<file path="src/hw/rtl/uv_sphere_vertex_generator_unit_defines.svh">
// assertion macros shared by the uv sphere vertex generator rtl
`ifndef UV_SPHERE_VERTEX_GENERATOR_UNIT_DEFINES_SVH
`define UV_SPHERE_VERTEX_GENERATOR_UNIT_DEFINES_SVH

// same-cycle implication, clocked on clk_i, off during reset
`define UVS_ASSERT_IMPL(lbl, ante, cons, msg) \
  lbl: assert property (@(posedge clk_i) disable iff (!rst_ni) (ante) |-> (cons)) \
    else $error(msg);

// next-cycle implication
`define UVS_ASSERT_NEXT(lbl, ante, cons, msg) \
  lbl: assert property (@(posedge clk_i) disable iff (!rst_ni) (ante) |=> (cons)) \
    else $error(msg);

`endif

</file>
<file path="src/hw/rtl/uvs_pkg.sv">
// shared constants, types and helpers of the uv sphere vertex generator
`timescale 1ns / 1ps
`default_nettype none

package uvs_pkg;

  localparam int unsigned MAX_DIVISIONS    = 255;
  localparam int unsigned SINE_TABLE_DEPTH = 1024;

  localparam int unsigned DIV_W   = 8;
  localparam int unsigned RAD_W   = 15;
  // numerators of the phase and texture divisions fit 24 bits for depths up to 4096
  localparam int unsigned NUM_W   = 24;
  localparam int unsigned QUO_W   = 16;
  localparam int unsigned DEN_W   = 9;
  localparam int unsigned DIV_SPS = 4;
  localparam int unsigned SINE_W  = 15;
  localparam int unsigned POS_W   = 17;
  localparam int unsigned NRM_W   = 16;
  localparam int unsigned TEX_W   = 16;
  localparam int unsigned IDX_W   = 16;
  localparam int unsigned KIND_W  = 2;
  localparam int unsigned OUT_DATA_W = 136;

  typedef enum logic [KIND_W-1:0] {
    KIND_VERTEX   = 2'd0,
    KIND_TRIANGLE = 2'd1,
    KIND_REJECT   = 2'd2
  } kind_e;

  typedef enum logic [1:0] {
    REG_LAT_DIV = 2'd0,
    REG_LON_DIV = 2'd1,
    REG_RADIUS  = 2'd2,
    REG_MODE    = 2'd3
  } reg_addr_e;

  typedef struct packed {
    logic                    reject;
    logic                    quad;
    logic signed [POS_W-1:0] px;
    logic signed [POS_W-1:0] py;
    logic signed [POS_W-1:0] pz;
    logic signed [NRM_W-1:0] nx;
    logic signed [NRM_W-1:0] ny;
    logic signed [NRM_W-1:0] nz;
    logic [TEX_W-1:0]        tu;
    logic [TEX_W-1:0]        tv;
    logic [IDX_W-1:0]        i0;
    logic [IDX_W-1:0]        i1;
    logic [IDX_W-1:0]        i2;
    logic [IDX_W-1:0]        i3;
  } vtx_item_t;

  // round to nearest, ties away from zero
  function automatic logic signed [47:0] round_shift(input logic signed [47:0] v,
                                                    input int unsigned s);
    logic signed [47:0] half;
    half = 48'sd1 <<< (s - 1);
    if (v >= 0) begin
      return (v + half) >>> s;
    end else begin
      return -((-v + half) >>> s);
    end
  endfunction

  function automatic logic [DIV_W-1:0] clamp_div(input logic [DIV_W-1:0] v);
    if (v == '0) begin
      return DIV_W'(1);
    end else if (32'(v) > MAX_DIVISIONS) begin
      return DIV_W'(MAX_DIVISIONS);
    end else begin
      return v;
    end
  endfunction

endpackage

`default_nettype wire

</file>
<file path="src/hw/rtl/uvs_divider.sv">
// pipelined restoring divider, several quotient bits per stage
`timescale 1ns / 1ps
`default_nettype none

module uvs_divider #(
  parameter int unsigned NW  = uvs_pkg::NUM_W,
  parameter int unsigned DW  = uvs_pkg::DEN_W,
  parameter int unsigned QW  = uvs_pkg::QUO_W,
  parameter int unsigned SPS = uvs_pkg::DIV_SPS
) (
  input  logic          clk_i,
  input  logic          en_i,
  input  logic [NW-1:0] num_i,
  input  logic [DW-1:0] den_i,
  output logic [QW-1:0] quo_o
);

  localparam int unsigned NS   = QW / SPS;
  localparam int unsigned RemW = DW + 1;

  logic [RemW-1:0] rem_q [NS];
  logic [QW-1:0]   quo_q [NS];
  logic [QW-1:0]   low_q [NS];
  logic [DW-1:0]   den_q [NS];

  for (genvar s = 0; s < NS; s++) begin : g_stage
    logic [RemW-1:0] rem_in;
    logic [QW-1:0]   quo_in;
    logic [QW-1:0]   low_in;
    logic [DW-1:0]   den_in;
    logic [RemW-1:0] rem_d;
    logic [QW-1:0]   quo_d;
    logic [QW-1:0]   low_d;

    if (s == 0) begin : g_first
      assign rem_in = RemW'(num_i[NW-1:QW]);
      assign low_in = num_i[QW-1:0];
      assign quo_in = '0;
      assign den_in = den_i;
    end else begin : g_next
      assign rem_in = rem_q[s-1];
      assign low_in = low_q[s-1];
      assign quo_in = quo_q[s-1];
      assign den_in = den_q[s-1];
    end

    always_comb begin
      rem_d = rem_in;
      low_d = low_in;
      quo_d = quo_in;
      for (int j = 0; j < SPS; j++) begin
        rem_d = {rem_d[RemW-2:0], low_d[QW-1]};
        low_d = {low_d[QW-2:0], 1'b0};
        if (rem_d >= {1'b0, den_in}) begin
          rem_d = rem_d - {1'b0, den_in};
          quo_d = {quo_d[QW-2:0], 1'b1};
        end else begin
          quo_d = {quo_d[QW-2:0], 1'b0};
        end
      end
    end

    always_ff @(posedge clk_i) begin
      if (en_i) begin
        rem_q[s] <= rem_d;
        low_q[s] <= low_d;
        quo_q[s] <= quo_d;
        den_q[s] <= den_in;
      end
    end
  end

  assign quo_o = quo_q[NS-1];

endmodule

`default_nettype wire

</file>
<file path="config.mk">
export PLATFORM = sky130hd
export DESIGN_NAME = uvs_divider
export DESIGN_NICKNAME = d
export VERILOG_FILES = /design/src/hw/rtl/uv_sphere_vertex_generator_unit_defines.svh /design/src/hw/rtl/uvs_pkg.sv /design/src/hw/rtl/uvs_divider.sv
export SDC_FILE = /design/constraint.sdc
export NUM_CORES = 1
export LEC_CHECK = 0
export BUFFER_PORTS_ARGS = -buffer_cell sky130_fd_sc_hd__buf_2
export CAP_MARGIN = 20
export CORE_MARGIN = 4
export CORE_UTILIZATION = 64
export DETAILED_ROUTE_END_ITERATION = 8
export PLACE_DENSITY_LB_ADDON = 0.08
export SLEW_MARGIN = 20
export SYNTH_ARGS = -nofsm -noshare
export SYNTH_HDL_FRONTEND = slang
export SYNTH_SLANG_ARGS = --single-unit
</file>
<file path="constraint.sdc">
create_clock -name clk_i -period 9.6 [get_ports clk_i]
set_input_delay 0.96 -clock clk_i [delete_from_list [all_inputs] [get_ports clk_i]]
set_output_delay 0.96 -clock clk_i [all_outputs]
set_load 0.01 [all_outputs]
</file>
# Yosys cells after proc, flatten, opt, wreduce, memory -nomap -nowiden
# Memories as Yosys holds them, arrays and structs flattened.
# Cells that the tools add are included.
# totals
register_bits	0
ram_bits	188
input_bits	35
out_inout_bits	16
elab_cells	70
n_memories	4
# memory_table
name	words	word_bits	rd	rd_clocked_by_memory_dff	wr	line	source
quo_q	4	16	4	0	4	uvs_divider.sv:22	logic [QW-1:0] quo_q [NS];
low_q	4	12	3	0	4	uvs_divider.sv:23	logic [QW-1:0] low_q [NS];
rem_q	4	10	3	0	4	uvs_divider.sv:21	logic [RemW-1:0] rem_q [NS];
den_q	4	9	3	0	4	uvs_divider.sv:24	logic [DW-1:0] den_q [NS];
# classes
addsub	16
magnitude_cmp	16
n_mux	34
# ops
cell	count
>= comparator 10 x 9 -> 1 bit	15
two-way mux 9 bit	12
subtractor 9 bit	12
two-way mux 10 bit	4
subtractor 10 x 9 -> 10 bit	4
two-way mux 1 bit	18
>= comparator 9 bit	1

# Longest topological paths before layout
# An unclocked memory read counts as a cell.
# depth
word_depth	9
ltp_mapped	40
depth_no_buf	36

# Worst setup path before layout
# Ideal clock, no wire load.
# synth_timing
kind	in2reg
from	input den_i[6]
to	memory rem_q[0][3] (netlist bit) (data pin)
setup_time_ns	0.261
arrival_ns	8.596
t_required_ns	9.339
slack_ns	0.743
path_stages	34
n_path_buf	3
cell_sequence	inv_1 > ha_1 > a2111oi_0 > a211o_1 > and2_1 > clkbuf_1 > mux2i_1 > inv_1 > ha_1 > nand2b_1 > a21oi_1 > a41o_1 > a311o_1 > a211o_1 > buf_1 > and2_1 > or2_2 > ha_1 > a21oi_1 > o21ai_0 > and2_1 > a311o_1 > o21ba_2 > mux2_2 > clkbuf_1 > o21ai_0 > fa_1 > nand2_1 > nand2_1 > a21oi_1 > o21ai_0 > o22ai_1 > o2111ai_2 > a221o_1
# synth_rtl
item	line	source
start, declared	uvs_divider.sv:14	input logic [DW-1:0] den_i,
end, declared	uvs_divider.sv:21	

==> impl_metrics.yaml <==
outcome:
  status: "finished, final reports clean"
setup_path:
  slowest_delay_ns: 0.48
  worstPathArrival_ns: 9.13
  worstReg2RegStart: "low_q[1][11]$_DFFE_PP_"
  worstPathRequired_ns: 9.76
  worst_setup_path_start_kind: "flop"
  regToRegSetupSlack_ns: 0.63
  crit_end: "rem_q[2][1]$_DFFE_PP_"
  ff2ff_path_depth: 33
  critPathMaxFanout: 14
  cpMostUsedCell: "ha_1"
  end_kind: "flop"
  r2r-end: "rem_q[2][1]$_DFFE_PP_"
  critical_path_class: "reg2reg"
  crit_start: "low_q[1][11]$_DFFE_PP_"
  critPathSlowestCell: "fa_1"
cells_and_area:
  drive_gt1_share_pct: 14.5
  syn_to_final_growth_pct: 11.2
  fin_nets: 1379
  final_area_um2: 12200
  nFillCells: 1258
  antenna_cells: 0
synth:
  syn_nets: 1304
  ys_seq_area_share_pct: 32.2
  synth_area_leaders: "edfxtp_1 (32%), ha_1 (16%), mux2_2 (4.3%)"
  synth_ff_type: "edfxtp_1"
  async_flop_share_pct: 0
  synth.avg_cell_area_um2: 9.91
  synth_top_cell_by_area: "edfxtp_1"
  synth_cells: 1110
  synth_cell_types: 76
  synth_area_um2: 11000
  synth-seq-cells: 118
  yosysWarnings: 0
  synth_edf_count: 118
  yosysTopAreaCellShare_pct: 32.2
placed_design:
  port_buffers: 50
  dpl.hpwl_um: 20300
  gp_congestion: 0.919
  postPlaceCellArea_um2: 11600
floorplan:
  fp.dieH_um: 139
  die_area_um2: 19300
  design.core.area_um2: 16700
  io_pins: 51
  rows: 47
  die_x_um: 139
  initial_core_util_pct: 65.8
hold_path:
  min_from: "quo_q[2][4]$_DFFE_PP_"
  hold_path_class: "reg2reg"
clock_tree:
  clock_latency_ns: 0.42
  numCtsBuffers: 17
  clock_sinks: 118
  postCtsSetupRepairBufs: 0
  clkSlewWorstSetupHoldPaths_ns: 0.06
  clk_path_buf_depth: 2
  root_buffer: "clkbuf_16"
  cts_tree: "yes"
  htreeDepth: 4
sta:
  finalCriticalPeriod_ns: 8.97
  tightest_slew_ns: 1.01
  maxSlewViolCount: 0
  setup_viol: 0
  finalCritPeriodShare_pct: 93.4
  fmax_mhz: 111
  fin_worst_skew_ns: 0.00917
  hold_violations: 0
  slew_headroom_pct: 33.0
drt:
  drcViolationCount: 0
  wl_per_cell_um: 18.4
  via_per_inst: 6.17
  postRouteAntennaNets: 0
  drtPass1Iterations: 8
  first_iter_violations: 610
  wirelength_um: 26100
  via_count: 8755
grt:
  grt_pass1_wl_um: 42700
  grt_start_max_net_pins: 80
  grt_overflow: 0
  grt_usage_pct: 27.1
  grt_pass1_vias: 8620
  antenna_found_initial: 0
job:
  cap_violations: 0
## placed cells by master (no fill, tap or decap), types with 19 or more instances in the layout
cell,n
xor2_1,31
a21oi_1,75
mux2i_1,19
nor2b_1,25
nor2_1,78
edfxtp_1,118
nor3_1,21
nand2_1,56
ha_1,144
xnor2_1,54
buf_2,49
buf_4,22
inv_1,94
o21ai_0,52
a21o_1,38
mux2_2,42
## cell families (layout without fill, tap and decap cells)
family / count (synthesis) / after routing / share of synthesized area (%)
fa+ha+maj: 159 / 159 / 19.1
compound gates: 301 / 301 / 18.8
mux: 70 / 70 / 7.26
simple gates: 265 / 265 / 11.9
buf+inv: 112 / 200 / 3.94
xor+xnor: 85 / 85 / 6.77
flops: 118 / 118 / 32.2
## through the flow
step                      setup TNS [ns]  utilization [%]  instances  setup slack, ns  hold WS, ns
after floorplan                        0                -       1110            0.743        0.400
after global placement                 0             69.6       1386            0.398        0.401
after detailed placement               0             69.6       1386           0.0768        0.405
after CTS                              0             73.1       1418            0.364        0.413
after global routing             -0.0183             73.2       1418          -0.0176        0.422
final                                  0             73.2       1418            0.631        0.411
## worst min path at each step
stage,end,depth (start not counted),slack [ns]
after floorplan,low_q[1][10]$_DFFE_PP_,0,0.40
after global placement,quo_q[3][9]$_DFFE_PP_,0,0.40
after detailed placement,low_q[1][5]$_DFFE_PP_,0,0.40
after CTS,quo_q[3][8]$_DFFE_PP_,0,0.41
after global routing,quo_q[3][7]$_DFFE_PP_,0,0.42
final,quo_q[3][8]$_DFFE_PP_,0,0.41
## critical path, delay by kind of cell (launching register included)
kind            cells  cell delay [ns]
simple gates        1             0.10
flops               1             0.38
mux                 5             1.59
fa+ha+maj           5             1.78
compound gates     18             4.23
buf+inv             4             0.61
## timing repair
action	CTS	global route
gates resized for setup	0	7
hold buffers	0	0
endpoints found under the setup margin	0	19
## registers in the layout (all words and copies together) (netlist names)
register	cells
low_q	24
rem_q	27
quo_q	40
den_q	27
## cell usage after synthesis, types with 3 or more instances
cell,count
a211o_1,5
a211oi_1,17
a21boi_0,7
a21o_1,38
a21oi_1,77
a221o_1,12
a31oi_1,12
a41o_1,4
and2_1,9
and4_1,6
buf_1,3
clkbuf_1,9
edfxtp_1,118
fa_1,15
ha_1,144
inv_1,94
mux2_2,42
mux2_4,6
mux2i_1,19
nand2_1,56
nand2b_1,11
nand3_1,18
nand3b_1,4
nand4_1,17
nor2_1,78
nor2b_1,25
nor3_1,21
o2111ai_1,3
o211ai_1,4
o21a_1,15
o21ai_0,53
o21bai_1,5
o221ai_1,3
o22ai_1,4
o31a_1,5
o31ai_1,10
or2_2,7
xnor2_1,54
xor2_1,31
## per-layer routing
metal	vias up	part of all wire, %	track usage (%)
met4	0	2.9	9.94
met3	61	5.5	4.97
met1	4069	43	34.2
met5	-	0	0
li1	4333	-	-
met2	292	49	46.7
## final cells by class
class / count / area, µm² / area share (%)
Tap cell: 220 / 275 / 2.25
Sequential cell: 118 / 3540 / 29.0
Inverter: 97 / 367 / 3.00
Multi-Input combinational cell: 880 / 7050 / 57.6
Clock inverter: 13 / 156 / 1.28
Clock buffer: 19 / 433 / 3.54
Timing Repair Buffer: 71 / 410 / 3.36
Power is not shown: default switching activity piles up to over one toggle a cycle in this logic, so the estimate is an artifact.
